--- config.mk ---
export PLATFORM = sky130hd
export DESIGN_NAME = mask_run_rectangle_extractor_core
export DESIGN_NICKNAME = d
export VERILOG_FILES = /design/src/rtl/mrre_pkg.sv /design/src/rtl/mask_run_rectangle_extractor_core.sv
export SDC_FILE = /design/constraint.sdc
export NUM_CORES = 1
export LEC_CHECK = 0
export BUFFER_PORTS_ARGS = -buffer_cell sky130_fd_sc_hd__buf_2
export CAP_MARGIN = 0
export CORE_MARGIN = 2
export CORE_UTILIZATION = 62
export DETAILED_ROUTE_END_ITERATION = 10
export PLACE_DENSITY = 0.85
export SYNTH_ARGS = -nofsm -noshare
export SYNTH_HDL_FRONTEND = slang
export SYNTH_SLANG_ARGS = --single-unit
--- constraint.sdc ---
create_clock -name i_clk -period 8.7 [get_ports i_clk]
set_input_delay 0.87 -clock i_clk [delete_from_list [all_inputs] [get_ports i_clk]]
set_output_delay 0.87 -clock i_clk [all_outputs]
set_load 0.005 [all_outputs]
--- src/rtl/mrre_pkg.sv ---
// Package for the mask run rectangle extractor: payload types, codes and states.
package mrre_pkg;

    localparam int WORD_BITS = 16;
    localparam int BIT_IDX_W = $clog2(WORD_BITS);
    localparam int COORD_W   = 13;

    localparam logic CMD_START = 1'b0;
    localparam logic CMD_WORD  = 1'b1;

    localparam logic [1:0] CFG_PHASE_X     = 2'd0;
    localparam logic [1:0] CFG_PHASE_Y     = 2'd1;
    localparam logic [1:0] CFG_MASK_WIDTH  = 2'd2;
    localparam logic [1:0] CFG_MASK_HEIGHT = 2'd3;

    typedef struct packed {
        logic               cmd;
        logic signed [15:0] rect_x;
        logic signed [15:0] rect_y;
        logic        [14:0] rect_w;
        logic        [14:0] rect_h;
        logic        [15:0] mask_bits;
    } t_in_req;

    typedef struct packed {
        logic               has_rect;
        logic signed [15:0] out_x0;
        logic signed [15:0] out_y0;
        logic signed [15:0] out_x1;
        logic signed [15:0] out_y1;
        logic               last;
    } t_out_res;

    typedef struct packed {
        logic [COORD_W-1:0] x0;
        logic [COORD_W-1:0] y0;
        logic [COORD_W-1:0] x1;
        logic [COORD_W-1:0] y1;
    } t_rect;

    typedef enum logic [1:0] {
        S_IDLE,
        S_SCAN,
        S_END,
        S_FLUSH
    } t_state;

endpackage

--- src/rtl/mask_run_rectangle_extractor_core.sv ---
// Top level of the mask run rectangle extractor: window clip, run scan, rectangle merge.
//
//  channel | direction | handshake                  | payload
//  in      | input     | i_in_valid / o_in_ready    | i_in  (t_in_req)
//  out     | output    | o_out_valid / i_out_ready  | o_out (t_out_res)
//  cfg     | input     | i_cfg_we                   | i_cfg_addr, i_cfg_data
//
// A start request is taken in the idle state. A mask word is taken in the idle state, then
// its WORD_BITS columns pass the column scanner, one column per cycle unless stalled, then
// the end state follows at the end of a window row and the flush state at the window's end.
// Any cycle that must send a rectangle waits while the output register is full, and the
// input is not ready while the output register holds a result that is not taken.
// Synchronous active-low reset; no clearing pass.
module mask_run_rectangle_extractor_core #(
    parameter int MAX_MASK_DIM = 4096
) (
    input  logic               i_clk,
    input  logic               i_rst_n,
    input  logic               i_in_valid,
    output logic               o_in_ready,
    input  mrre_pkg::t_in_req  i_in,
    output logic               o_out_valid,
    input  logic               i_out_ready,
    output mrre_pkg::t_out_res o_out,
    input  logic               i_cfg_we,
    input  logic [1:0]         i_cfg_addr,
    input  logic [15:0]        i_cfg_data
);
    import mrre_pkg::*;

    localparam logic [15:0] MaxDim = 16'(MAX_MASK_DIM);

    t_state               r_state, n_state;
    logic signed [15:0]   r_phase_x, r_phase_y;
    logic [COORD_W-1:0]   r_mask_w, r_mask_h;
    logic [COORD_W-1:0]   r_win_left, r_win_right, r_win_bottom;
    logic [COORD_W-1:0]   n_win_left, n_win_right, n_win_bottom;
    logic [COORD_W-1:0]   r_cur_row, n_cur_row;
    logic [COORD_W-1:0]   r_word_col, n_word_col;
    logic                 r_run_open, n_run_open;
    logic [COORD_W-1:0]   r_run_start, n_run_start;
    logic                 r_held_valid, n_held_valid;
    t_rect                r_held, n_held;
    logic [BIT_IDX_W-1:0] r_bit, n_bit;
    logic [WORD_BITS-1:0] r_bits, n_bits;
    logic                 r_out_valid, n_out_valid;
    t_out_res             r_out, n_out;

    logic                 in_acc, can_emit, active;
    logic [COORD_W-1:0]   dim_w, dim_h;
    logic signed [17:0]   mx0, my0, mx1, my1, cx0, cy0, cx1, cy1;
    logic                 win_empty;
    logic [COORD_W:0]     col, word_end;
    logic                 col_in, col_one, last_bit, row_done;
    logic                 close_req, close_match, close_emit, stall;
    logic [COORD_W-1:0]   close_x1;
    t_out_res             held_res, empty_res;

    assign can_emit   = !r_out_valid || i_out_ready;
    assign o_in_ready = (r_state == S_IDLE) && can_emit;
    assign in_acc     = i_in_valid && o_in_ready;
    assign active     = r_cur_row < r_win_bottom;

    assign dim_w = ({3'b0, r_mask_w} > MaxDim) ? MaxDim[COORD_W-1:0] : r_mask_w;
    assign dim_h = ({3'b0, r_mask_h} > MaxDim) ? MaxDim[COORD_W-1:0] : r_mask_h;

    assign mx0 = 18'(i_in.rect_x) + 18'(r_phase_x);
    assign my0 = 18'(i_in.rect_y) + 18'(r_phase_y);
    assign mx1 = mx0 + $signed({3'b0, i_in.rect_w});
    assign my1 = my0 + $signed({3'b0, i_in.rect_h});
    assign cx0 = (mx0 < 0) ? 18'sd0 : mx0;
    assign cy0 = (my0 < 0) ? 18'sd0 : my0;
    assign cx1 = (mx1 > $signed({5'b0, dim_w})) ? $signed({5'b0, dim_w}) : mx1;
    assign cy1 = (my1 > $signed({5'b0, dim_h})) ? $signed({5'b0, dim_h}) : my1;
    assign win_empty = (cx0 >= cx1) || (cy0 >= cy1);

    // column scanner, one column per cycle unless stalled by a full output register
    assign col      = {1'b0, r_word_col} + {{(COORD_W+1-BIT_IDX_W){1'b0}}, r_bit};
    assign col_in   = (col >= {1'b0, r_win_left}) && (col < {1'b0, r_win_right});
    assign col_one  = r_bits[BIT_IDX_W'(WORD_BITS-1) - r_bit];
    assign last_bit = r_bit == BIT_IDX_W'(WORD_BITS-1);
    assign word_end = {1'b0, r_word_col} + (COORD_W+1)'(WORD_BITS);
    assign row_done = word_end >= {1'b0, r_win_right};

    // shared run close and merge unit
    always_comb begin
        close_req = 1'b0;
        close_x1  = r_win_right;
        if (r_state == S_SCAN) begin
            close_req = col_in && !col_one && r_run_open;
            close_x1  = col[COORD_W-1:0];
        end else if (r_state == S_END) begin
            close_req = r_run_open;
        end
    end
    assign close_match = r_held_valid && (r_held.x0 == r_run_start) &&
                         (r_held.x1 == close_x1) && (r_held.y1 == r_cur_row);
    assign close_emit  = close_req && r_held_valid && !close_match;
    assign stall = ((close_emit || r_state == S_FLUSH) && !can_emit);

    always_comb begin
        held_res          = '0;
        held_res.has_rect = 1'b1;
        held_res.out_x0   = $signed({3'b0, r_held.x0}) - r_phase_x;
        held_res.out_y0   = $signed({3'b0, r_held.y0}) - r_phase_y;
        held_res.out_x1   = $signed({3'b0, r_held.x1}) - r_phase_x;
        held_res.out_y1   = $signed({3'b0, r_held.y1}) - r_phase_y;
        empty_res         = '0;
        empty_res.last    = 1'b1;
    end

    // next state
    always_comb begin
        n_state = r_state;
        case (r_state)
            S_IDLE: begin
                if (in_acc && i_in.cmd == CMD_WORD && active) begin
                    n_state = S_SCAN;
                end
            end
            S_SCAN: begin
                if (!stall && last_bit) begin
                    n_state = row_done ? S_END : S_IDLE;
                end
            end
            S_END: begin
                if (!stall) begin
                    n_state = (r_cur_row + 1'b1 >= r_win_bottom) ? S_FLUSH : S_IDLE;
                end
            end
            S_FLUSH: begin
                if (!stall) begin
                    n_state = S_IDLE;
                end
            end
            default: n_state = S_IDLE;
        endcase
    end

    // datapath
    always_comb begin
        n_win_left   = r_win_left;
        n_win_right  = r_win_right;
        n_win_bottom = r_win_bottom;
        n_cur_row    = r_cur_row;
        n_word_col   = r_word_col;
        n_run_open   = r_run_open;
        n_run_start  = r_run_start;
        n_held_valid = r_held_valid;
        n_held       = r_held;
        n_bit        = r_bit;
        n_bits       = r_bits;
        n_out_valid  = r_out_valid && !i_out_ready;
        n_out        = r_out;

        if (close_req && !stall) begin
            n_run_open = 1'b0;
            if (close_match) begin
                n_held.y1 = r_cur_row + 1'b1;
            end else begin
                if (r_held_valid) begin
                    n_out_valid = 1'b1;
                    n_out       = held_res;
                end
                n_held_valid = 1'b1;
                n_held       = '{x0: r_run_start, y0: r_cur_row,
                                 x1: close_x1, y1: r_cur_row + 1'b1};
            end
        end

        case (r_state)
            S_IDLE: begin
                if (in_acc && i_in.cmd == CMD_START) begin
                    n_run_open   = 1'b0;
                    n_run_start  = '0;
                    n_held_valid = 1'b0;
                    n_held       = '0;
                    if (win_empty) begin
                        n_win_left   = '0;
                        n_win_right  = '0;
                        n_win_bottom = '0;
                        n_cur_row    = '0;
                        n_word_col   = '0;
                        n_out_valid  = 1'b1;
                        n_out        = empty_res;
                    end else begin
                        n_win_left   = cx0[COORD_W-1:0];
                        n_win_right  = cx1[COORD_W-1:0];
                        n_win_bottom = cy1[COORD_W-1:0];
                        n_cur_row    = cy0[COORD_W-1:0];
                        n_word_col   = cx0[COORD_W-1:0] & ~COORD_W'(WORD_BITS-1);
                    end
                end else if (in_acc && active) begin
                    n_bits = i_in.mask_bits[WORD_BITS-1:0];
                    n_bit  = '0;
                end
            end
            S_SCAN: begin
                if (!stall) begin
                    if (col_in && col_one && !r_run_open) begin
                        n_run_open  = 1'b1;
                        n_run_start = col[COORD_W-1:0];
                    end
                    n_bit = r_bit + 1'b1;
                    if (last_bit && !row_done) begin
                        n_word_col = word_end[COORD_W-1:0];
                    end
                end
            end
            S_END: begin
                if (!stall) begin
                    n_cur_row  = r_cur_row + 1'b1;
                    n_word_col = r_win_left & ~COORD_W'(WORD_BITS-1);
                end
            end
            S_FLUSH: begin
                if (!stall) begin
                    n_out_valid  = 1'b1;
                    n_out        = r_held_valid ? held_res : empty_res;
                    n_out.last   = 1'b1;
                    n_held_valid = 1'b0;
                end
            end
            default: ;
        endcase
    end

    always_ff @(posedge i_clk) begin
        if (!i_rst_n) begin
            r_state      <= S_IDLE;
            r_phase_x    <= '0;
            r_phase_y    <= '0;
            r_mask_w     <= '0;
            r_mask_h     <= '0;
            r_win_left   <= '0;
            r_win_right  <= '0;
            r_win_bottom <= '0;
            r_cur_row    <= '0;
            r_word_col   <= '0;
            r_run_open   <= 1'b0;
            r_run_start  <= '0;
            r_held_valid <= 1'b0;
            r_held       <= '0;
            r_bit        <= '0;
            r_out_valid  <= 1'b0;
        end else begin
            r_state      <= n_state;
            r_win_left   <= n_win_left;
            r_win_right  <= n_win_right;
            r_win_bottom <= n_win_bottom;
            r_cur_row    <= n_cur_row;
            r_word_col   <= n_word_col;
            r_run_open   <= n_run_open;
            r_run_start  <= n_run_start;
            r_held_valid <= n_held_valid;
            r_held       <= n_held;
            r_bit        <= n_bit;
            r_out_valid  <= n_out_valid;
            if (i_cfg_we) begin
                case (i_cfg_addr)
                    CFG_PHASE_X:     r_phase_x <= i_cfg_data;
                    CFG_PHASE_Y:     r_phase_y <= i_cfg_data;
                    CFG_MASK_WIDTH:  r_mask_w  <= i_cfg_data[COORD_W-1:0];
                    CFG_MASK_HEIGHT: r_mask_h  <= i_cfg_data[COORD_W-1:0];
                    default: ;
                endcase
            end
        end
    end

    always_ff @(posedge i_clk) begin
        r_bits <= n_bits;
        r_out  <= n_out;
    end

    assign o_out_valid = r_out_valid;
    assign o_out       = r_out;

`ifndef SYNTHESIS
    a_held_nonempty: assert property (@(posedge i_clk) disable iff (!i_rst_n)
        r_held_valid |-> (r_held.y0 < r_held.y1) && (r_held.x0 < r_held.x1))
        else $error("held rectangle is empty");

    a_scan_active: assert property (@(posedge i_clk) disable iff (!i_rst_n)
        (r_state == S_SCAN || r_state == S_END) |-> active && (r_win_left < r_win_right))
        else $error("scanning without an active window");

    a_empty_is_last: assert property (@(posedge i_clk) disable iff (!i_rst_n)
        (o_out_valid && !o_out.has_rect) |-> o_out.last)
        else $error("result without rectangle not marked last");

    a_flush_clears: assert property (@(posedge i_clk) disable iff (!i_rst_n)
        (r_state == S_FLUSH && can_emit) |=> !r_held_valid && o_out_valid && o_out.last)
        else $error("final flush did not complete");
`endif

endmodule

=== Word level (Yosys, flattened, before mapping) ===
Index checks and enable logic that the tools add are counted.

* Add/subtract/negate cells: 13
* $lt $le $gt $ge: 14
* Equality and inequality tests: 20
* Muxes and demuxes: 68
* Bitwise gates (word level): 2
* Reduce and logical (&&, ||, !) cells: 48

{| class="wikitable"
|+ Operator list
! cell !! count
|-
| 66-bit 2-to-1 mux || 7
|-
| 13-bit 2-to-1 mux || 17
|-
| 52-bit 2-to-1 mux || 3
|-
| 66-bit one-hot mux with 2 select lines || 1
|-
| 18-bit 2-to-1 mux || 4
|-
| 14-bit by 16-bit subtractor with 16-bit output || 4
|-
| 13-bit one-hot mux with 2 select lines || 2
|-
| 13-bit == test || 3
|-
| 39-bit 2-to-1 mux || 1
|-
| 13-bit one-hot mux with 3 select lines || 1
|-
| 17-bit by 16-bit adder with 18-bit output || 2
|-
| 18-bit greater-or-equal comparator || 2
|-
| 18-bit by 14-bit > comparator with 1-bit output || 2
|-
| 16-bit by 16-bit adder with 17-bit output || 2
|-
| 17-bit by 1-bit < comparator with 1-bit output, second input constant || 2
|-
| 14-bit by 13-bit greater-or-equal comparator with 1-bit output || 2
|-
| 13-bit > comparator, second input constant || 2
|-
| 1-bit logical AND || 21
|-
| 1-bit 2-to-1 mux || 17
|-
| 13-bit by 4-bit adder with 14-bit output || 1
|-
| 13-bit by 5-bit adder with 14-bit output, second input constant || 1
|-
| 14-bit by 13-bit < comparator with 1-bit output || 1
|-
| 13-bit by 1-bit adder with 13-bit output, second input constant || 1
|-
| 13-bit greater-or-equal comparator || 1
|-
| 25 further kinds || 65
|}

* Bits in registers: 279
* Input port bits: 102
* Output and inout port bits: 68
* Logic and storage cells: 191

=== Longest topological paths before layout ===
* Depth in word-level cells: 17
* Depth in mapped cells: 38
* Depth with buffers taken out: 36

=== Worst setup path before layout ===
No wires, ideal clock.

* Path type: input -> register
* Start: input port i_in[62] (netlist name)
* End: register r_out, in the netlist o_out[16]
* Library setup time: 0.074 ns
* Arrival time: 7.897 ns
* Data required time: 8.626 ns
* Slack: 0.729 ns
* Stages on the path: 36
* Path through: ha_1 -> inv_1 -> fa_1 -> nor2b_1 -> o31a_1 -> o21a_1 -> nor2_1 -> xnor2_1 -> inv_1 -> ha_1 -> or3_1 -> o21ai_0 -> o21ai_0 -> a21o_1 -> a21oi_1 -> xnor2_1 -> ha_1 -> a21o_1 -> a211oi_1 -> o2111a_1 -> nor3_1 -> o41ai_1 -> a221oi_2 -> mux2_2 -> ha_1 -> nor2b_1 -> o311a_1 -> a2111oi_0 -> o31ai_1 -> a21oi_1 -> a221oi_1 -> a311o_1 -> o21ai_1 -> nand2_1 -> clkbuf_1 -> o21ai_0

{| class="wikitable"
|+ RTL lines
! element !! line !! text
|-
| start: declaration || mask_run_rectangle_extractor_core.sv:21 || <nowiki>input mrre_pkg::t_in_req i_in,</nowiki>
|-
| end signal: assignment || mask_run_rectangle_extractor_core.sv:273 || <nowiki>r_out <= n_out;</nowiki>
|-
| end: declaration || mask_run_rectangle_extractor_core.sv:47 || <nowiki>t_out_res r_out, n_out;</nowiki>
|}

==> metrics.csv <==
metric,value,unit
Synthesis Warnings,0,
final instance area,23570,sq um
Post-Syn Area,20890,sq um
final worst slack,507.7,ps
drt total wl,66660,um
GRT overflow,0,
"most used cell, CP",buf_4,
Post-Place Cells,3165,
switch share,37.29,%
vias in the first global route,19786,
PwrDens,190.7,nW/um^2
ANT nets after route,0,
Worst-path clk slew,60,ps
placed instance area,22470,sq um
min Tclk post-route,8192,ps
Reg2Reg Depth,33,
worst r2r src,r_phase_x[3],
Critical Path Sink Type,flop,
CP endpoint,o_out[33],
CP Data Required Time,9170,ps
main flop type after synthesis,dfxtp_1,
Clock Skews,15.85,ps
fraction of registers with async set/reset,0,%
final core utilization,70.64,%
# H-tree levels,1,
"commonest non-fill, non-tap cell in the layout",nand2_1,
worst-margin pin slew,1230,ps
Worst Setup Slack post-DPL,-302.3,ps
I/O Buffers,169,
Routed wire per std cell,20.69,um
drt drc,0,
Hold WC Path Type,reg2reg,
gr usage total,36.70,%
Die H,187.5,um
row cnt,67,
#FFs+latches synth,275,
Initial DRC Count,1954,
worst-case clock buffer depth,3,
Die Wd,187.5,um
Max Cap Viol,0,
Post-Layout Cell Count,3222,
Final setup viols,0,
area growth from synthesis to layout,12.86,%
Post-Syn Instances,2579,
hold buffers post-CTS,0,
CP arrival,8670,ps
critical path peak fanout,8,
most frequent cells in the layout,"nand2_1, dfxtp_1, ha_1",
Num CTS Buffers,29,
Sink Count,275,
clock root buffer,clkbuf_16,
Starting Density,62.60,%
final slew viol count,0,
CTS tree,yes,
post-synthesis sequential area ratio,27.13,%
endpoints failing hold,0,
R2R setup slack,510,ps
worst-skew pair later-pin latency,570,ps
Core ar.,33360,sq um
Logic pwr share,39.4,%
switching power,1.676,mW
leakage,10.06,nW
slowest CP cell,a2111oi_0,
fraction of layout instances using a drive strength above 1,13.45,%
Sequential Power Share,31.6,%
number of synthesized flops with an enable pin,16,
Int Power,2.818,mW
"slowest stage delay, CP",490,ps
Max Freq,122.1,MHz
Clock power frac,28.9,%
kind of critical path,reg2reg,
Critical Path Start,r_phase_x[3],
gp weighted congestion,1.025,
post-DP HPWL,51490,um
global-route wire length before repair,104600,um
Pre-Repair DR Iteration Count,6,
nets,3101,
# IOs,170,
"Distinct cells, synth",97,
Post-Syn Nets,2929,
Crit Reg-Reg Endpoint,o_out[33],
status,finished clean,
Power Total,4.494,mW
setup tns final,0,ps
relative slew slack,17.11,%
largest net degree at the start of global routing,105,
initial antenna violation count,3,
mean post-synth cell area,8.098,sq um
hold_ws,463.4,ps
via count,20463,
worst vdd ir,0.0001562,V
DIE AREA,35170,sq um
vias per inst,6.351,
CP startpoint kind,flop,
final period utilization,94.16,%
[cells by family (layout without fill, tap and decap cells)]
logic type      count (synthesis)  count (layout)  share of synthesized area (%)
buf+inv                       285             479                          5.404
compound gates                726             726                          23.33
flops                         275             275                          27.13
other cells                     0               1                              0
xor+xnor                      151             151                          6.332
simple gates                  797             797                          17.67
fa+ha+maj                     248             248                          15.14
mux                            97              97                          4.990
[worst max-delay path: cells and delay by family, from the launching register on]
| family | cells | cell delay (ps) |
|---|---|---|
| AOI/OAI and AO/OA | 16 | 4190 |
| buffers and inverters | 5 | 870 |
| adders and majority gates | 3 | 850 |
| and+or+nand+nor | 6 | 700 |
| xor gates and xnor gates | 2 | 580 |
| DFF | 1 | 470 |
| muxes | 1 | 420 |
[timing repair]
action | in CTS | in global routing
resized for setup | 0 | 17
setup buffers | 0 | 3
setup endpoints to repair | 0 | 104
[how the worst min path moves through the flow]
stage	start	to	slack, ps	depth (start not counted)
finish	r_mask_h[5]	r_mask_h[5]	460	2
global route	i_in[7]	r_bits[7]	470	1
CTS	r_mask_w[10]	r_mask_w[10]	460	2
detailed placement	r_mask_w[10]	r_mask_w[10]	460	2
global placement	r_mask_w[0]	r_mask_w[0]	450	2
floorplan	r_win_left[0]	r_win_left[0]	430	2
[final cells by class]
class	count	area, sq um
multi-input combinational	2019	14190
fill	2653	9794
sequential	275	5665
timing repair buffer	255	1520
clock buffer	47	913.4
inverter	171	641.9
tap	448	560.5
clock inverter	6	80.08
antenna	1	2.502
[power by group through the flow]
| stage | clock [mW] | combinational [mW] | sequential (mW) |
|---|---|---|---|
| final | 1.30 | 1.77 | 1.42 |
| after global routing | 1.35 | 1.93 | 1.43 |
| after CTS | 1.30 | 1.70 | 1.42 |
| after detailed placement | 0 | 1.68 | 1.45 |
| after global placement | 0 | 1.62 | 1.44 |
| after floorplan | 0 | 1.19 | 1.41 |
[metal layers]
layer / track usage (%) / share of wire, %
met1: 47.74 / 41
met3: 6.195 / 10
met2: 59.90 / 44
met5: 0 / 0.041
met4: 16.35 / 4.7
[synthesized netlist by cell type (14+ instances only)]
| cell | instances | area share, % |
|---|---|---|
| o21a_1 | 28 | 1.0 |
| a31oi_1 | 14 | 0.42 |
| nand2_1 | 290 | 5.2 |
| xnor2_1 | 106 | 4.4 |
| and2_1 | 20 | 0.60 |
| o22ai_1 | 55 | 1.6 |
| o21ai_0 | 126 | 3.0 |
| ha_1 | 240 | 14 |
| o211ai_1 | 19 | 0.68 |
| a211oi_1 | 22 | 0.79 |
| a21o_1 | 45 | 1.6 |
| nand4_1 | 31 | 0.93 |
| mux2i_1 | 85 | 4.1 |
| a21boi_0 | 68 | 2.4 |
| and3_1 | 19 | 0.57 |
| edfxtp_1 | 16 | 2.3 |
| xor2_1 | 45 | 1.9 |
| nand2b_1 | 25 | 0.75 |
| a21oi_1 | 175 | 4.2 |
| nand3_1 | 49 | 1.2 |
| buf_2 | 17 | 0.41 |
| inv_1 | 166 | 3.0 |
| or2_2 | 22 | 0.66 |
| clkbuf_1 | 83 | 1.5 |
| nor3_1 | 26 | 0.62 |
| nor2b_1 | 45 | 1.3 |
| dfxtp_1 | 259 | 25 |
| nor2_1 | 216 | 3.9 |
[state kept, by name, indices dropped and copies added, names as in the netlist, 4 cells and up]
| name | cells |
|---|---|
| o_out | 66 |
| r_bit | 4 |
| r_bits | 16 |
| r_cur_row | 13 |
| r_held | 52 |
| r_mask_h | 13 |
| r_mask_w | 13 |
| r_phase_x | 16 |
| r_phase_y | 16 |
| r_run_start | 13 |
| r_win_bottom | 13 |
| r_win_left | 13 |
| r_win_right | 13 |
| r_word_col | 9 |
Note: power is estimated with default switching activity, not from simulation.
